$ cat config.mk
export PLATFORM = sky130hd
export DESIGN_NAME = kdlp_lane
export DESIGN_NICKNAME = d
export VERILOG_FILES = /design/src/sv/kdlp_pkg.sv /design/src/sv/kdlp_lane.sv
export SDC_FILE = /design/constraint.sdc
export NUM_CORES = 1
export LEC_CHECK = 0
export CORE_ASPECT_RATIO = 1.2
export CORE_UTILIZATION = 51
export DETAILED_ROUTE_END_ITERATION = 10
export DONT_BUFFER_PORTS = 1
export MAX_ROUTING_LAYER = met4
export PLACE_DENSITY = 0.78
export SLEW_MARGIN = 20
export SYNTH_ARGS = -nofsm -noshare
export SYNTH_HDL_FRONTEND = slang
export SYNTH_SLANG_ARGS = --single-unit
$ cat constraint.sdc
create_clock -name i_clk -period 21.1 [get_ports i_clk]
set_clock_uncertainty 0.15 [all_clocks]
set_input_delay 6.33 -clock i_clk [delete_from_list [all_inputs] [get_ports i_clk]]
set_output_delay 6.33 -clock i_clk [all_outputs]
set_load 0.02 [all_outputs]
$ cat src/sv/kdlp_pkg.sv
package kdlp_pkg;

    // Fixed widths of the fields and configuration registers.
    localparam int KEY_W        = 16;
    localparam int KEY_COUNT_W  = 5;
    localparam int TICKS_W      = 15;
    localparam int CFG_INDEX_W  = 2;
    localparam int CFG_DATA_W   = 16;

    // Defaults of the top-level parameters.
    localparam int NUM_KEYS_DEF     = 16;
    localparam int HISTORY_BITS_DEF = 8;
    localparam int COUNT_BITS_DEF   = 32;

    // Reset values of the configuration registers.
    localparam logic [KEY_COUNT_W-1:0] KEY_COUNT_RST    = KEY_COUNT_W'(16);
    localparam logic [KEY_W-1:0]       TRIG_MASK_RST    = '0;
    localparam logic [TICKS_W-1:0]     LONG_THRESH_RST  = TICKS_W'(500);
    localparam logic [TICKS_W-1:0]     REPEAT_SPAN_RST  = TICKS_W'(100);

    typedef enum logic [CFG_INDEX_W-1:0] {
        CFG_KEY_COUNT   = 2'd0,
        CFG_TRIG_MASK   = 2'd1,
        CFG_LONG_THRESH = 2'd2,
        CFG_REPEAT_SPAN = 2'd3
    } t_cfg_reg;

    // Shared timing settings that every lane sees.
    typedef struct packed {
        logic [TICKS_W-1:0] long_thresh;
        logic [TICKS_W-1:0] repeat_span;
    } t_lane_cfg;

    // What one lane reports for the current beat.
    typedef struct packed {
        logic press;
        logic long_press;
        logic held;
    } t_lane_flags;

endpackage

$ cat src/sv/kdlp_lane.sv
module kdlp_lane #(
    parameter int HISTORY_BITS = kdlp_pkg::HISTORY_BITS_DEF,
    parameter int COUNT_BITS   = kdlp_pkg::COUNT_BITS_DEF
) (
    input  logic                  i_clk,
    input  logic                  i_rst_n,
    input  logic                  i_en,
    input  logic                  i_level,
    input  logic                  i_trig,
    input  kdlp_pkg::t_lane_cfg   i_cfg,
    output kdlp_pkg::t_lane_flags o_flags
);
    import kdlp_pkg::*;

    logic [HISTORY_BITS-1:0] r_hist;
    logic                    r_released;
    logic [COUNT_BITS-1:0]   r_held;
    logic [COUNT_BITS-1:0]   r_thresh;

    logic [HISTORY_BITS-1:0] n_hist;
    logic                    n_released;
    logic [COUNT_BITS-1:0]   n_held;
    logic [COUNT_BITS-1:0]   n_thresh;

    logic                    w_sample;
    logic                    w_long;
    logic [COUNT_BITS:0]     w_sum;

    always_comb begin
        w_sample   = ~(i_level ^ i_trig);
        n_hist     = {r_hist[HISTORY_BITS-2:0], w_sample};
        n_released = r_released;
        n_held     = r_held;
        if (&n_hist) begin
            n_released = 1'b0;
            if (~&r_held) begin
                n_held = r_held + COUNT_BITS'(1);
            end
        end else if (~|n_hist) begin
            n_released = 1'b1;
            n_held     = '0;
        end

        // The threshold moves up by the repeat span each time it is reached.
        w_sum    = {1'b0, r_thresh} + (COUNT_BITS+1)'(i_cfg.repeat_span);
        n_thresh = r_thresh;
        w_long   = 1'b0;
        if (|n_held) begin
            if (n_held >= r_thresh) begin
                w_long   = 1'b1;
                n_thresh = w_sum[COUNT_BITS] ? '1 : w_sum[COUNT_BITS-1:0];
            end
        end else begin
            n_thresh = COUNT_BITS'(i_cfg.long_thresh);
        end

        o_flags.press      = i_en & r_released & ~n_released;
        o_flags.long_press = i_en & w_long;
        o_flags.held       = i_en & ~n_released;
    end

    always_ff @(posedge i_clk) begin
        if (!i_rst_n) begin
            r_hist     <= '0;
            r_released <= 1'b1;
            r_held     <= '0;
            r_thresh   <= '0;
        end else if (i_en) begin
            r_hist     <= n_hist;
            r_released <= n_released;
            r_held     <= n_held;
            r_thresh   <= n_thresh;
        end
    end

endmodule

==> metrics list <==
- Clock tree from TritonCTS: built
- Counting instances, the worst hold path has a depth of 1.
- The region available for standard cell placement spans 11100 um^2.
- Part of the Yosys area used for sequential elements: 24.5%
- After clock tree synthesis, the clock-pin slew on the worst setup and hold paths is 60 ps.
* Worst Tran Pin Value: 1050 ps
* Gp weighted congestion: 0.972
- The worst register-to-register path has a depth of 18.
- Most common library cell in the layout ignoring fill and taps: nand2_1
- Setup TNS: 0 ps
- Die W: 100 um
- Primary flip-flop cell chosen by synthesis mapping: dfxtp_1
- The first detailed-routing pass took 5 iterations.
- In the final layout, the share of cells above drive strength 1 is 4.59%.
* Power per cell area: 67.3 nW/um^2
* Std cell rows: 42
- Worst r2r src: r_held[0]
- After synthesis the netlist holds a flip-flop and latch count of 72.
- # hold bufs at CTS: 0
- # fillers: 1087
- The initial antenna violation count is 0.
- Wire length after detailed routing: 17500 um
- The tree is rooted in a clkbuf_16.
- A synthesized cell averages 7.55 um^2.
- The number of global-route vias before repair came to 5615.
- In the layout the commonest cells are 73 x nand2_1, 72 x nor2_1, 72 x dfxtp_1, 55 x inv_1.
* Arrival time reported for the critical path endpoint: 10460 ps
* First-pass GRT wire length: 28600 um
* Clock insertion delay at the later pin of the skew report: 340 ps
- Via total after detailed routing: 5950
* Share of async-settable or async-resettable flops after synthesis: 0%
- The worst hold path begins at r_thresh[18].
- Synthesized instance count: 781
* TritonCTS Buffers: 9
* Post_cts resized: 0
* DR vias/cell: 6.49
- At the end of the flow, the number of nets in the layout was 842.
* Clock sink count: 72
- For this run, the total global-route usage over all layers was measured as 31.2%.
- Measured along the y axis, the die boundary spans 120 um.
- Of all nets on the critical path, the largest fanout is 17.
- Residual antenna-violating net count after detailed routing: 0
- I/O pin count: 38
- The H-tree was split into 3 levels.
* Initial standard-cell utilization of the core: 52.9%
* RSZ-0062 raised after global routing: false
- Setup violations remaining at the end of the flow were counted as 0.
* Category of the worst setup path capture point: primary output
- The floorplan step defined a die boundary enclosing 12000 um^2.
- Iteration-0 DRC count of the detailed router: 346
* Share of the core filled with cells in the final layout: 56.3%
- The number of setup buffers added after CTS is 0.
- The clock passes through at most 2 buffers.
* Area of the multi-input gates: 4080 um^2
- Diode count: 0
- Final hold violation count: 0
- Worst IR Drop VDD: 0.0000348 V
* Run status: completed
- The synthesized netlist contains 69 unique library cells.
* Max-capacitance violation count: 0
- At the worst endpoint, the required time is 14620 ps.
- After global routing the overflow that remains totals 0.
- Static timing analysis puts the maximum clock frequency at 59.0 MHz.
- The worst setup path is of the input port to primary output kind.
* Maximum number of pins on one net before global-route repair: 55
- Buffers placed on the I/O ports in this run total 0.
* Detailed-placement wirelength estimate: 13000 um
* Time the final worst path needs with I/O delays and setup: 16940 ps
* Static leakage: 2.37 nW
- The worst setup path is launched from an input port.
* Number of synthesized flops with an enable pin: 0
- The number of pins exceeding their max-slew limit in the final report came to 0.
- The sequential cells in the finished layout cover a total of 1440 um^2.
* Share of the cycle needed by the critical path after routing: 80.3%
* Relative slew slack: 29.6%
* Relative area change from synthesis to final layout: 6.39%
* Synthesized area: 5890 um^2
* HP Class: flip-flop to flip-flop
- Tracing the worst setup path back leads to its startpoint at i_trig.
- Dividing the detail-routed wire length by the instance count gives 19.1 um.
* Synthesized Nets: 865
* Yosys warning count: 0
* Drc violations: 0
final cells by class:
type                            instances  share of cell area (%)
Clock buffer                           10                    3.65
Clock inverter                          6                    1.34
Inverter                               56                    3.35
Multi-Input combinational cell        614                    65.0
Sequential cell                        72                    23.0
Tap cell                              154                    3.07
Timing Repair Buffer                    5                   0.599
cell usage after synthesis (all sizes together), types with 11 or more instances:
| cell type | n | area (um^2) |
|---|---|---|
| a21o | 17 | 128 |
| a21oi | 48 | 240 |
| dfxtp | 72 | 1440 |
| o21ai | 47 | 235 |
| buf | 14 | 77.6 |
| a221o | 18 | 180 |
| nand3 | 45 | 243 |
| ha | 48 | 601 |
| nor4 | 11 | 114 |
| mux2i | 23 | 230 |
| nor3 | 23 | 120 |
| inv | 55 | 206 |
| nand4 | 31 | 209 |
| clkbuf | 25 | 93.8 |
| o211ai | 16 | 120 |
| nor2 | 72 | 270 |
| nand2 | 73 | 274 |
worst paths after layout:
check / slack (ps) / end
worst max-delay path: 4160 / o_flags[1]
worst min-delay path: 370 / r_thresh[18]
worst max register to register: 15450 / r_thresh[26]
worst min register to register: 370 / r_thresh[18]
worst max-delay path: stages:
cell,delay (ps)
xor2_1,220
or3_1,470
a31o_2,340
o21ai_0,520
o21ai_0,290
ha_1,340
nand3_1,90
a211oi_1,260
a211oi_1,120
o32ai_1,260
and3_1,200
a211oi_2,50
buf_4,210
a21oi_1,760
layer usage:
layer  share of wire, %  GRT usage [%]  vias to the layer above
met5                  0              -                        -
met4                3.4           13.6                        0
met3                5.3           4.83                       45
met2                 48           49.8                      230
met1                 43           38.8                     2797
li1                   -              -                     2878
metrics by stage:
step	cell area (um^2)	power [mW]	worst slack [ps]	cells	hold slack, ps
global placement	5960	0.255	4350	901	341
CTS	6270	0.423	4300	917	363
finish	6270	0.422	4160	917	372
global route	6270	0.444	3980	917	378
detailed placement	5960	0.258	4320	901	349
floorplan	5890	0.236	4650	781	315
state kept, by name, indices dropped and copies added (netlist names):
signal and cells:
r_hist 7, r_held 32, r_thresh 32, r_released 1
where the power goes:
part / switching, mW / leakage, nW / internal [mW]
registers: 0.00878 / 0.584 / 0.143
logic: 0.0626 / 1.63 / 0.0427
clock network: 0.0614 / 0.156 / 0.103
logic make-up after synthesis:
logic type,share of synthesized area (%)
simple gates,26.7
compound gates,25.6
buf+inv,6.48
flops,24.5
fa+ha+maj,10.5
mux,4.48
xor+xnor,1.78
(Power assumes the default switching activity.)
