$ cat src/sv/kdlp_pkg.sv
package kdlp_pkg;

    // Fixed widths of the fields and configuration registers.
    localparam int KEY_W        = 16;
    localparam int KEY_COUNT_W  = 5;
    localparam int TICKS_W      = 15;
    localparam int CFG_INDEX_W  = 2;
    localparam int CFG_DATA_W   = 16;

    // Defaults of the top-level parameters.
    localparam int NUM_KEYS_DEF     = 16;
    localparam int HISTORY_BITS_DEF = 8;
    localparam int COUNT_BITS_DEF   = 32;

    // Reset values of the configuration registers.
    localparam logic [KEY_COUNT_W-1:0] KEY_COUNT_RST    = KEY_COUNT_W'(16);
    localparam logic [KEY_W-1:0]       TRIG_MASK_RST    = '0;
    localparam logic [TICKS_W-1:0]     LONG_THRESH_RST  = TICKS_W'(500);
    localparam logic [TICKS_W-1:0]     REPEAT_SPAN_RST  = TICKS_W'(100);

    typedef enum logic [CFG_INDEX_W-1:0] {
        CFG_KEY_COUNT   = 2'd0,
        CFG_TRIG_MASK   = 2'd1,
        CFG_LONG_THRESH = 2'd2,
        CFG_REPEAT_SPAN = 2'd3
    } t_cfg_reg;

    // Shared timing settings that every lane sees.
    typedef struct packed {
        logic [TICKS_W-1:0] long_thresh;
        logic [TICKS_W-1:0] repeat_span;
    } t_lane_cfg;

    // What one lane reports for the current beat.
    typedef struct packed {
        logic press;
        logic long_press;
        logic held;
    } t_lane_flags;

endpackage

$ cat src/sv/kdlp_out_if.sv
interface kdlp_out_if;
    import kdlp_pkg::*;

    logic             valid;
    logic             ready;
    logic [KEY_W-1:0] press_events;
    logic [KEY_W-1:0] long_events;
    logic [KEY_W-1:0] held_keys;

    modport source (output valid, output press_events, output long_events,
                    output held_keys, input ready);
    modport sink   (input valid, input press_events, input long_events,
                    input held_keys, output ready);
endinterface

$ cat src/sv/kdlp_merge.sv
module kdlp_merge #(
    parameter int NUM_KEYS = kdlp_pkg::NUM_KEYS_DEF
) (
    input  logic                  i_clk,
    input  logic                  i_rst_n,
    input  logic                  i_load,
    input  kdlp_pkg::t_lane_flags i_flags [NUM_KEYS],
    output logic                  o_free,
    kdlp_out_if.source            o_evt
);
    import kdlp_pkg::*;

    logic             r_valid;
    logic [KEY_W-1:0] r_press;
    logic [KEY_W-1:0] r_long;
    logic [KEY_W-1:0] r_held;

    logic [KEY_W-1:0] n_press;
    logic [KEY_W-1:0] n_long;
    logic [KEY_W-1:0] n_held;

    // The output register can take a new beat when empty or being drained.
    assign o_free = ~r_valid | o_evt.ready;

    always_comb begin
        n_press = '0;
        n_long  = '0;
        n_held  = '0;
        for (int k = 0; k < NUM_KEYS; k++) begin
            n_press[k] = i_flags[k].press;
            n_long[k]  = i_flags[k].long_press;
            n_held[k]  = i_flags[k].held;
        end
    end

    always_ff @(posedge i_clk) begin
        if (!i_rst_n) begin
            r_valid <= 1'b0;
        end else if (o_free) begin
            r_valid <= i_load;
        end
    end

    always_ff @(posedge i_clk) begin
        if (i_load && o_free) begin
            r_press <= n_press;
            r_long  <= n_long;
            r_held  <= n_held;
        end
    end

    assign o_evt.valid        = r_valid;
    assign o_evt.press_events = r_press;
    assign o_evt.long_events  = r_long;
    assign o_evt.held_keys    = r_held;

endmodule

$ cat src/flat_wrapper.sv
// flat-port wrapper written by rule: the top's interface ports become plain ports
module kdlp_merge_flat import kdlp_pkg::*;
#(
    parameter int NUM_KEYS = kdlp_pkg::NUM_KEYS_DEF
)
  (i_clk, i_rst_n, i_load, i_flags, o_free, o_evt_valid, o_evt_press_events, o_evt_long_events, o_evt_held_keys, o_evt_ready);
  kdlp_out_if o_evt_i ();
  input  logic i_clk;
  input  logic i_rst_n;
  input  logic i_load;
  input  kdlp_pkg::t_lane_flags i_flags[NUM_KEYS];
  output logic o_free;
  output wire logic [$bits(o_evt_i.valid)-1:0] o_evt_valid;
  output wire logic [$bits(o_evt_i.press_events)-1:0] o_evt_press_events;
  output wire logic [$bits(o_evt_i.long_events)-1:0] o_evt_long_events;
  output wire logic [$bits(o_evt_i.held_keys)-1:0] o_evt_held_keys;
  input wire logic [$bits(o_evt_i.ready)-1:0] o_evt_ready;
  assign o_evt_valid = o_evt_i.valid;
  assign o_evt_press_events = o_evt_i.press_events;
  assign o_evt_long_events = o_evt_i.long_events;
  assign o_evt_held_keys = o_evt_i.held_keys;
  assign o_evt_i.ready = o_evt_ready;
  kdlp_merge #(.NUM_KEYS(NUM_KEYS)) u_core (.i_clk(i_clk), .i_rst_n(i_rst_n), .i_load(i_load), .i_flags(i_flags), .o_free(o_free), .o_evt(o_evt_i));
endmodule
$ cat config.mk
export PLATFORM = sky130hd
export DESIGN_NAME = kdlp_merge_flat
export DESIGN_NICKNAME = d
export VERILOG_FILES = /design/src/sv/kdlp_pkg.sv /design/src/sv/kdlp_out_if.sv /design/src/sv/kdlp_merge.sv /design/src/flat_wrapper.sv
export SDC_FILE = /design/constraint.sdc
export NUM_CORES = 1
export LEC_CHECK = 0
export BUFFER_PORTS_ARGS = -buffer_cell sky130_fd_sc_hd__buf_2
export CAP_MARGIN = 25
export CORE_ASPECT_RATIO = 1.1
export CORE_MARGIN = 5
export CORE_UTILIZATION = 36
export DETAILED_ROUTE_END_ITERATION = 10
export GPL_TIMING_DRIVEN = 1
export PLACE_DENSITY = 0.77
export RECOVER_POWER = 50
export SETUP_SLACK_MARGIN = 0.5
export SLEW_MARGIN = 0
export SYNTH_ARGS = -nofsm -noshare
export SYNTH_HDL_FRONTEND = slang
export SYNTH_SLANG_ARGS = --single-unit
$ cat constraint.sdc
create_clock -name i_clk -period 1.4 [get_ports i_clk]
set_clock_uncertainty 0.2 [all_clocks]
set_input_delay 0.07 -clock i_clk [delete_from_list [all_inputs] [get_ports i_clk]]
set_output_delay 0.07 -clock i_clk [all_outputs]
set_load 0.005 [all_outputs]
==> results of run 1 <==
-- tightest hold or removal path, delay by kind of cell --
family | cells | cell delay, ps
AO/OA/AOI/OAI | 1 | 50
buffers and inverters | 2 | 200
AND/OR/NAND/NOR | 1 | 120
-- how the worst max path moves through the flow --
| stage | from | to | slack, ps | depth (start not counted) |
|---|---|---|---|---|
| global placement | u_core.o_evt.valid | u_core.o_evt.long_events[12] | 170 | 3 |
| CTS | u_core.o_evt.valid | u_core.o_evt.long_events[11] | 150 | 3 |
| global route | u_core.o_evt.valid | o_free | 90 | 3 |
| finish | u_core.o_evt.valid | u_core.o_evt.long_events[0] | 130 | 3 |
| floorplan | u_core.o_evt.valid | u_core.o_evt.held_keys[0] | -5 | 2 |
| detailed placement | u_core.o_evt.valid | u_core.o_evt.held_keys[5] | 150 | 3 |
-- routing by layer --
metal / up-vias / wire (um)
met1: 539 / 1520
li1: 528 / -
met5: - / 0
met3: 4 / 542
met2: 66 / 2320
met4: 0 / 38
-- power groups by stage --
stage | registers (mW) | clock network (mW) | logic (mW)
2_1_floorplan | 1.78 | 0 | 0.0335
3_3_place_gp | 1.76 | 0 | 0.221
3_5_place_dp | 1.77 | 0 | 0.228
4_1_cts | 1.73 | 0.803 | 0.339
5_1_grt | 1.74 | 0.869 | 0.370
6_report | 1.74 | 0.791 | 0.340
-- synthesized netlist by cell type --
library cell and count:
sky130_fd_sc_hd__and2_4 1, sky130_fd_sc_hd__nand2b_4 1, sky130_fd_sc_hd__a21boi_2 1, sky130_fd_sc_hd__inv_1 1, sky130_fd_sc_hd__dfxtp_1 1, sky130_fd_sc_hd__edfxtp_1 48
-- kinds of logic (layout without fill, tap and decap cells) --
kind of cell	after synthesis	count (layout)	share of synthesized area, %
compound gates	1	1	0.751
buf+inv	1	163	0.250
flops	49	49	97.5
simple gates	2	2	1.50
-- cell usage in the layout (no fill, tap or decap), drive strengths merged --
master,netlist,final
a21boi,1,1
and2,1,1
buf,0,92
clkbuf,0,18
clkdlybuf4s25,0,1
clkinvlp,0,2
dfxtp,1,1
dlygate4sd3,0,49
edfxtp,48,48
inv,1,1
nand2b,1,1
-- per-stage QoR --
step	hold slack (ps)	TNS (ps)	instance area, sq um
floorplan	-31.1	-238	1500
global placement	46.5	0	2110
detailed placement	48.1	0	2110
CTS	-54.1	0	2710
global route	-28.7	0	2700
finish	-14.6	0	2700
-- cell type report --
type	instances	area, sq um
sequential	49	1460
fill	265	1300
timing repair buffer	154	1040
clock buffer	6	72.6
tap	52	65.1
multi-input combinational	3	33.8
clock inverter	2	15.0
inverter	1	3.75
-- what timing repair did --
item                                    4_1_cts  5_1_grt
endpoints found under the setup margin       98      100
endpoints found under the hold margin        49        2
resized for setup                             1        1
setup buffers                                 1        0
-- registers in the layout (all words and copies together), names as in the netlist --
signal,cells
u_core.o_evt.valid,1
u_core.o_evt.press_events,16
u_core.o_evt.held_keys,16
u_core.o_evt.long_events,16
==> run metrics, run 1 <==
global routing usage summed across all routing layers=16.4%; maximum number of pins on one net before global-route repair=27; Mean Syn Cell Area=28.3 sq um; global routing's busiest layer=met2; maximum fanout along the worst path=26; Die Width=71.5 um; Syn Std Cell Area=1500 sq um; max-cap viol count=0; met1 usage in global routing=16.7%; sequential fraction of the synthesis area=97.5%; Reg-to-Reg End=u_core.o_evt.long_events[0]; Slowest-stage cell, CP=sky130_fd_sc_hd__dfxtp_1; startpoint-to-endpoint class of the critical path=flop to flop; maximum ir drop on the vdd rail=0.885 mV; io pins=102; worst-case hold path end point=u_core.o_evt.valid; GR Layer Usage met2=29.1%; cell chain of the critical path=nand2b_4 -> and2_4 -> buf_12; ratio of cells with drive above 1 in the final layout=approximately 47%; cell-internal power=2.27 mW; setup violators final=0; minimum setup slack among reg-to-reg paths=130 ps; post-synth top area cell=sky130_fd_sc_hd__edfxtp_1; maximum buffer depth of the clock tree=2; Routed WL per cell=16.5 um; area of the die=5560 sq um; number of antenna violations at the first check in global routing=0; via count of the first global-routing pass=1317; Crit path max-delay family=flip-flops; clock network fraction of design power=27.6%; # diodes=0; gate count after technology mapping=53; number of distinct standard cells referenced by the synthesized netlist=6; WHS=-14.6 ps; Util after Layout=about two thirds; pre-CTS worst setup slack=~150 ps; worst-case headroom to the max-slew limit=between 90% and 100%; kind of capture point of the worst setup path=flop; Port Buffers=roughly 100; post-route total power=2.87 mW; synthesis-to-layout area growth=79.9%; min Tclk post-route=1270 ps; violations in the final reports=hold timing; Worst Tran Pin Value=142 ps; number of hold violations in the final report=1; first drt pass iteration count=4; post-synthesis sequential element count=49; kind of start point of the critical path=flop; Core Box Area=3990 sq um; remaining design rule violation count=0; number of cells on the worst hold path=4; Synthesized Nets=around 110; ANT nets after route=0; grt total ovfl=0; Die H=77.7 um; cts bufs inserted=5; warnings from Yosys=0; CTS tree=yes; wire length reported by the detailed router=4.42 mm; startpoint of the worst hold path=o_evt_ready; final cell count without fillers=267; global-route wire length before repair=6.76 mm; fraction of power spent switching nets=20.7%; Clock Pin Slew Worst Setup and Hold Paths=90 ps; drt initial violations=30; fraction of post-synthesis cell area in the top cell type by area=a little over nine tenths; DR vias=1137; NumNets Final=266; unrepaired setup endpoints after global routing=yes; portion of the clock cycle consumed by the worst path in the final layout=90.8%; Num Clock Sinks=a little under 50; worst reg2reg startpoint=u_core.o_evt.valid; worst setup slack after layout=approximately 130 ps; quantity of hold-fixing buffers added after cts=50; number of placement rows=24; leak pwr=1.13 nW; initial standard-cell utilization of the core=roughly 38%; combinational power share=around an eighth; Bufs and invs on worst path=1; root buffer cell=sky130_fd_sc_hd__clkbuf_8; placed cell count=about 210; count of final max-slew check failures=0; maximum clock frequency=just under 800 MHz; Switch Pwr=593 uW; Avg Vias per Cell=4.26; global routing met3 resource utilization=8.66%; worst-skew pair later-pin latency=290 ps; critical path data required time=1190 ps; H-Tree Level Count=2; Worst Reg-to-Reg Cells=3; part of the total power dissipated in sequential elements=60.5%; Hold Crit Class=input pin to flop; placer congestion estimate=0.731; signal arrival time at the worst endpoint=1060 ps; ranking of synthesized cells by area=sky130_fd_sc_hd__edfxtp_1 96%, sky130_fd_sc_hd__dfxtp_1 1.3%, sky130_fd_sc_hd__nand2b_4 0.92%; run status=finished with violations; total power per unit cell area=1060 nW/um^2; Crit path largest cell delay=340 ps
(Power assumes the default switching activity.)
==> run 2, diff against run 1 <==
--- a/config.mk
+++ b/config.mk
@@ -10,8 +10,9 @@
 export CORE_ASPECT_RATIO = 1.1
 export CORE_MARGIN = 5
 export CORE_UTILIZATION = 36
+export CTS_CLUSTER_DIAMETER = 150
 export DETAILED_ROUTE_END_ITERATION = 10
-export GPL_TIMING_DRIVEN = 1
+export GPL_TIMING_DRIVEN = 0
 export PLACE_DENSITY = 0.77
 export RECOVER_POWER = 50
 export SETUP_SLACK_MARGIN = 0.5
==> run 2 against run 1 <==
The run still ends with hold timing left. Non-clock buffer count down 2. Total power up 6.9%. Final cell count increased by 2.2%. Via count is 7.1% higher. Count of clock-buffer cells in the layout unchanged. Setup slack better by 83 ps. Clock power rose by 23%. Wire length is 9.9% higher. Largest cell class unchanged. Sequential cell count unchanged. First-iteration DRC count increased by 57%.
==> run metrics, run 2 (synthesis gave the netlist of run 1 again) <==
run status=finished with violations (unchanged); violations in the final reports=hold timing (unchanged); max-cap viol count=0 (unchanged); clock network fraction of design power=31.7% (was 27.6%); Metal-1 WL=1.68 mm (was 1.52 mm); Port Buffers=101 (unchanged); startpoint-to-endpoint class of the critical path=flop to flop (unchanged); signal arrival time at the worst endpoint=990 ps (was 1060 ps); kind of start point of the critical path=flop (unchanged); # diodes=0 (unchanged); maximum buffer depth of the clock tree=2 (unchanged); fraction of power spent switching nets=19.9% (was 20.7%); Max Used Layer=met4 (unchanged); remaining design rule violation count=0 (unchanged); global routing usage summed across all routing layers=17.9% (was 16.4%); portion of the clock cycle consumed by the worst path in the final layout=84.9% (was 90.8%); number of cells on the worst hold path=3 (was 4); ratio of cells with drive above 1 in the final layout=44.8% (was 47.4%); number of antenna violations at the first check in global routing=0 (unchanged); Avg Vias per Cell=4.46 (was 4.26); Routed WL per cell=17.8 um (was 16.5 um); Worst Reg-to-Reg Cells=2 (was 3); H-Tree Level Count=2 (unchanged); Util after Layout=68.8% (was 67.5%); Die Width=71.5 um (unchanged); maximum ir drop on the vdd rail=0.772 mV (was 0.885 mV); met3 layer wire length in the routed design=565 um (was 542 um); via count of the first global-routing pass=1351 (was 1317); min Tclk post-route=1190 ps (was 1270 ps); cell-internal power=2.45 mW (was 2.27 mW); Worst Tran Pin Value=184 ps (was 142 ps); DR vias=1218 (was 1137); drt initial violations=47 (was 30); setup violators final=0 (unchanged); ANT nets after route=0 (unchanged); area of the die=5560 sq um (unchanged); initial standard-cell utilization of the core=37.5% (unchanged); maximum fanout along the worst path=6 (was 26); synthesis-to-layout area growth=83.2% (was 79.9%); Switch Pwr=609 uW (was 593 uW); Core Box Area=3990 sq um (unchanged); maximum clock frequency=841 MHz (was 786 MHz); combinational power share=11.6% (was 11.9%); worst-skew pair later-pin latency=290 ps (about the same); WHS=-67.8 ps (was -14.6 ps); maximum number of pins on one net before global-route repair=16 (was 27); placed wire-length estimate=2.41 mm; part of the total power dissipated in sequential elements=56.7% (was 60.5%); Num Clock Sinks=49 (unchanged); count of final max-slew check failures=0 (unchanged); most common cell after layout, fill and taps aside=sky130_fd_sc_hd__buf_2 (unchanged); worst-case headroom to the max-slew limit=87.7% (was 90.5%); worst reg2reg startpoint=u_core.o_evt.valid (unchanged); NumNets Final=272 (was 266); placer congestion estimate=0.691 (was 0.731); root buffer cell=sky130_fd_sc_hd__clkbuf_8 (unchanged); leak pwr=1.14 nW (was 1.13 nW); Worst Setup SP=u_core.o_evt.valid (unchanged); commonest non-fill, non-tap cells in the layout=76 x sky130_fd_sc_hd__buf_2, 49 x sky130_fd_sc_hd__dlygate4sd3_1, 48 x sky130_fd_sc_hd__edfxtp_1 (was 88 x sky130_fd_sc_hd__buf_2, 49 x sky130_fd_sc_hd__dlygate4sd3_1, 48 x sky130_fd_sc_hd__edfxtp_1); total power per unit cell area=1120 nW/um^2 (was 1060 nW/um^2); number of placement rows=24 (unchanged); cts bufs inserted=5 (unchanged); number of hold violations in the final report=1 (unchanged); Clock Pin Slew Worst Setup and Hold Paths=90 ps (about the same); Die H=77.7 um (unchanged); CTS tree=yes (unchanged); Hold Crit Class=input pin to flop (unchanged); wire length reported by the detailed router=4.86 mm (was 4.42 mm); startpoint of the worst hold path=i_load (was o_evt_ready); quantity of hold-fixing buffers added after cts=49 (was 50); unrepaired setup endpoints after global routing=yes (unchanged); critical path data required time=1200 ps (was 1190 ps); first drt pass iteration count=5 (was 4); kind of capture point of the worst setup path=flop (unchanged); io pins=102 (unchanged); met2 layer wire length in the routed design=2.53 mm (was 2.32 mm); global-route wire length before repair=7.15 mm (was 6.76 mm); total cell area at the placement stage=2070 sq um (was 2110 sq um); grt total ovfl=0 (unchanged); Final Instance Area=2750 sq um (was 2700 sq um)
run 2: cell types whose count changed in the layout (fill, tap and decap cells not counted), sizes merged, moves of 2 or more:
cell,change
clkinvlp,-2
clkbuf,+12
buf,-13
and2,+7
run 2: path summary, 6_finish.rpt:
kind | to | slack (ps)
max | u_core.o_evt.held_keys[4] | 210
min | u_core.o_evt.valid | -70
max reg2reg | u_core.o_evt.held_keys[4] | 210
min reg2reg | u_core.o_evt.valid | 530
run 2: timing repair:
action                                  in CTS  in global routing
resized for setup                            8                  4
endpoints found under the setup margin      98                 99
setup buffers                                2                  0
endpoints found under the hold margin       49                  1
pin swaps                                    1                  1
cloned                                       8                  0
run 2: critical path, cell delays in order (launching register included):
cell,delay (ps)
sky130_fd_sc_hd__dfxtp_4,370
sky130_fd_sc_hd__nand2b_4,110
sky130_fd_sc_hd__and2_4,210
run 2: stage by stage:
step / hold slack (ps) / setup TNS (ps) / setup slack [ps] / power [mW] / cells
floorplan: -31.1 / -238 / -4.95 / 1.81 / 53
global placement: 46.0 / -3270 / -70.1 / 1.96 / 206
detailed placement: 48.1 / -5350 / -114 / 1.98 / 206
CTS: -115 / 0 / 218 / 3.06 / 273
global route: -48.7 / 0 / 200 / 3.16 / 273
finish: -67.8 / 0 / 211 / 3.06 / 273
run 2: final cells by class:
class | instances | area, sq um
Sequential cell | 49 | 1470
Fill cell | 277 | 1250
Timing Repair Buffer | 152 | 996
Multi-Input combinational cell | 11 | 109
Clock buffer | 6 | 72.6
Tap cell | 52 | 65.1
Clock inverter | 2 | 35.0
Inverter | 1 | 3.75
run 2: power by group through the flow:
stage	clock network, mW	registers, mW	logic [mW]
5_1_grt	1.03	1.75	0.384
2_1_floorplan	0	1.78	0.0335
6_report	0.970	1.74	0.356
3_5_place_dp	0	1.77	0.209
3_3_place_gp	0	1.76	0.201
4_1_cts	0.984	1.73	0.349
run 2: routing by layer:
layer  track usage, %  vias to the layer above
met5                0                        -
met4             8.08                        0
met3             7.49                        8
met2             30.3                       83
met1             19.4                      575
li1                 -                      552
==> run 3, diff against run 2 <==
--- a/config.mk
+++ b/config.mk
@@ -5,15 +5,16 @@
 export SDC_FILE = /design/constraint.sdc
 export NUM_CORES = 1
 export LEC_CHECK = 0
+export ABC_AREA = 1
 export BUFFER_PORTS_ARGS = -buffer_cell sky130_fd_sc_hd__buf_2
 export CAP_MARGIN = 25
 export CORE_ASPECT_RATIO = 1.1
 export CORE_MARGIN = 5
-export CORE_UTILIZATION = 36
+export CORE_UTILIZATION = 40
 export CTS_CLUSTER_DIAMETER = 150
 export DETAILED_ROUTE_END_ITERATION = 10
 export GPL_TIMING_DRIVEN = 0
-export PLACE_DENSITY = 0.77
+export PLACE_DENSITY = 0.81
 export RECOVER_POWER = 50
 export SETUP_SLACK_MARGIN = 0.5
 export SLEW_MARGIN = 0
==> constraint.sdc (replaced) <==
create_clock -name i_clk -period 1.2 [get_ports i_clk]
set_clock_uncertainty 0.2 [all_clocks]
set_input_delay 0.06 -clock i_clk [delete_from_list [all_inputs] [get_ports i_clk]]
set_output_delay 0.06 -clock i_clk [all_outputs]
set_load 0.005 [all_outputs]
==> run 3 against run 2 <==
The flow finishes with violations (hold timing, setup timing). Global-route usage decreased by 1.5 points. Clock power decreased by 4.5%. Via count shrank 17%. Wire length shrank 23%. Combinational power about the same. Die area fell by 9.0%.
==> run metrics, run 3 <==
run status=finished with violations (unchanged); violations in the final reports=hold timing, setup timing (was hold timing); portion of the clock cycle consumed by the worst path in the final layout=110% (was 84.9%); placed wire-length estimate=2.63 mm (was 2.41 mm); initial standard-cell utilization of the core=41.2% (was 37.5%); global routing usage summed across all routing layers=16.4% (was 17.9%); io pins=102 (unchanged); number of hold violations in the final report=49 (was 1); ratio of cells with drive above 1 in the final layout=70.6% (was 44.8%); DR vias=1014 (was 1218); ANT nets after route=0 (unchanged); NumNets Final=228 (was 272); warnings from Yosys=0 (unchanged); area fraction in compound gates after synthesis=0.922% (was 0.751%); kind of capture point of the worst setup path=flop (unchanged); Port Buffers=101 (unchanged); maximum buffer depth of the clock tree=2 (unchanged); most common cell after layout, fill and taps aside=sky130_fd_sc_hd__buf_2 (unchanged); worst setup slack after layout=-124 ps (was 211 ps); gate count after technology mapping=55 (was 53); Die Width=68.2 um (was 71.5 um); area of the die=5050 sq um (was 5560 sq um); post-synth top area cell=sky130_fd_sc_hd__edfxtp_1 (unchanged); maximum number of pins on one net before global-route repair=16 (unchanged); dominant combinational cell family by area after synthesis=compound AO/OA/AOI/OAI gates (was simple AND/OR/NAND/NOR gates); cell-internal power=2.61 mW (was 2.45 mW); Avg Vias per Cell=4.47 (was 4.46); ranking of synthesized cells by area=sky130_fd_sc_hd__edfxtp_1 97%, sky130_fd_sc_hd__dfxtp_1 1.3%, sky130_fd_sc_hd__a21oi_2 0.59% (was sky130_fd_sc_hd__edfxtp_1 96%, sky130_fd_sc_hd__dfxtp_1 1.3%, sky130_fd_sc_hd__nand2b_4 0.92%); remaining design rule violation count=0 (unchanged); Syn Std Cell Area=1490 sq um (was 1500 sq um); combinational power share=10.8% (was 11.6%); grt total ovfl=0 (unchanged); maximum fanout along the worst path=7 (was 6); global-route wire length before repair=5.67 mm (was 7.15 mm); Crit path largest cell delay=370 ps (about the same); Util after Layout=66.0% (was 68.8%); Clock Pin Slew Worst Setup and Hold Paths=90 ps (about the same); # diodes=0 (unchanged); unrepaired setup endpoints after global routing=yes (unchanged); most numerous cell in the Yosys netlist=sky130_fd_sc_hd__edfxtp_1 (unchanged); fraction of post-synthesis cell area in the top cell type by area=96.6% (was 96.2%); Mean Syn Cell Area=27.1 sq um (was 28.3 sq um); post-synthesis sequential element count=49 (unchanged); post-route total power=3.30 mW (was 3.06 mW); total power per unit cell area=1380 nW/um^2 (was 1120 nW/um^2); # fillers=265 (was 277); Switch Pwr=691 uW (was 609 uW); total cell area at the placement stage=2100 sq um (was 2070 sq um); critical path data required time=1020 ps (was 1200 ps); Final Instance Area=2390 sq um (was 2750 sq um); worst-case headroom to the max-slew limit=84.3% (was 87.7%); number of antenna violations at the first check in global routing=1 (was 0); Worst Tran Pin Value=235 ps (was 184 ps); kind of start point of the critical path=flop (unchanged); commonest non-fill, non-tap cells in the layout=98 x sky130_fd_sc_hd__buf_2, 48 x sky130_fd_sc_hd__edfxtp_1, 7 x sky130_fd_sc_hd__buf_6 (was 76 x sky130_fd_sc_hd__buf_2, 49 x sky130_fd_sc_hd__dlygate4sd3_1, 48 x sky130_fd_sc_hd__edfxtp_1); number of placement rows=23 (was 24); Die H=74.1 um (was 77.7 um); cell chain of the critical path=a21oi_4 -> buf_6 -> buf_16 (was nand2b_4 -> and2_4); post-synthesis share of cell area spent on and, or, nand and nor gates=0.419% (was 1.50%); maximum clock frequency=755 MHz (was 841 MHz); sequential fraction of the synthesis area=97.9% (was 97.5%); cts bufs inserted=5 (unchanged); clock network fraction of design power=28.0% (was 31.7%); CTS tree=yes (unchanged); synthesis-to-layout area growth=60.4% (was 83.2%); leak pwr=1.04 nW (was 1.14 nW); most frequently used flop master after synthesis=sky130_fd_sc_hd__edfxtp_1 (unchanged); via count of the first global-routing pass=1117 (was 1351); part of the total power dissipated in sequential elements=61.1% (was 56.7%); setup violators final=50 (was 0); startpoint-to-endpoint class of the critical path=flop to flop (unchanged); worst-skew pair later-pin latency=300 ps (was 290 ps); fraction of synthesis flops using an asynchronous set or reset pin=0% (unchanged); Num Clock Sinks=49 (unchanged); fraction of power spent switching nets=20.9% (was 19.9%); share of cell area taken by muxes after synthesis=0% (unchanged); pre-CTS worst setup slack=-529 ps (was -114 ps); WHS=-269 ps (was -67.8 ps); wire length reported by the detailed router=3.74 mm (was 4.86 mm); H-Tree Level Count=2 (unchanged); Slowest-stage cell, CP=sky130_fd_sc_hd__dfxtp_4 (unchanged); first drt pass iteration count=4 (was 5); number of distinct standard cells referenced by the synthesized netlist=7 (was 6); Hold Crit Class=input pin to flop (unchanged); count of final max-slew check failures=0 (unchanged); Routed WL per cell=16.5 um (was 17.8 um); top post-synthesis cells by count=48 x sky130_fd_sc_hd__edfxtp_1, 2 x sky130_fd_sc_hd__inv_1; number of enable-type register cells in the synthesized netlist=48 (unchanged); min Tclk post-route=1320 ps (was 1190 ps); max-cap viol count=0 (unchanged); drt initial violations=26 (was 47); signal arrival time at the worst endpoint=1140 ps (was 990 ps); share of the synthesized netlist area taken by xor and xnor gates=0% (unchanged); maximum ir drop on the vdd rail=1.02 mV (was 0.772 mV); adder-cell area share of the yosys netlist=0% (unchanged); root buffer cell=sky130_fd_sc_hd__clkbuf_8 (unchanged); placer congestion estimate=0.701 (was 0.691); Core Box Area=3630 sq um (was 3990 sq um); Synthesized Nets=107 (was 105)
run 3: final timing paths:
path / start / end / slack (ps) / depth (start not counted)
setup / recovery: u_core.o_evt.valid / u_core.o_evt.held_keys[7] / -120 / 3
hold / removal: i_flags[43] / u_core.o_evt.long_events[1] / -270 / 1
setup reg to reg: u_core.o_evt.valid / u_core.o_evt.held_keys[7] / -120 / 3
hold reg to reg: u_core.o_evt.valid / u_core.o_evt.press_events[0] / 590 / 2
run 3: logic make-up after synthesis:
group,after synthesis
AOI/OAI and AO/OA,2
buffers and inverters,3
DFF,49
and+or+nand+nor,1
run 3: layout make-up:
| cell class | instances | area, sq um | area share [%] |
|---|---|---|---|
| inverters | 3 | 11.3 | 0.470 |
| clock buffers | 6 | 72.6 | 3.03 |
| repair buffers | 113 | 716 | 29.9 |
| well taps | 50 | 62.6 | 2.61 |
| multi-input cells | 4 | 52.6 | 2.19 |
| flip-flops and latches | 49 | 1470 | 61.2 |
| clock inverters | 2 | 15.0 | 0.627 |
run 3: layer usage:
layer | track usage (%) | share of wire [%] | vias up
li1 | - | - | 458
met1 | 14.5 | 30 | 472
met2 | 26.9 | 51 | 74
met3 | 12.7 | 17 | 8
met4 | 7.95 | 1.4 | 2
met5 | 0 | 0.19 | -
run 3: power by group through the flow:
stage,clock [mW],combinational (mW),sequential (mW)
floorplan,0,0.0400,2.08
global placement,0,0.235,2.06
detailed placement,0,0.261,2.06
CTS,0.956,0.343,2.02
global route,1.04,0.388,2.03
finish,0.926,0.358,2.02
run 3: what timing repair did:
item                                    in CTS  in global routing
gates resized for setup                     11                  1
pin swaps                                    2                  1
gates cloned                                 3                  1
hold endpoints to repair                    49                 49
buffers inserted                             7                  1
endpoints found under the setup margin      99                 99
run 3: critical path: cells and delay by family (launching register included):
kind	cells	cell delay [ps]
compound gates	1	180
buf+inv	2	290
flops	1	370
run 3: stage by stage:
step | setup TNS, ps | std cells
after floorplan | -27950 | 55
after global placement | -35760 | 206
final | -4140 | 227
after detailed placement | -21170 | 207
after CTS | -4460 | 225
after global routing | -5350 | 227
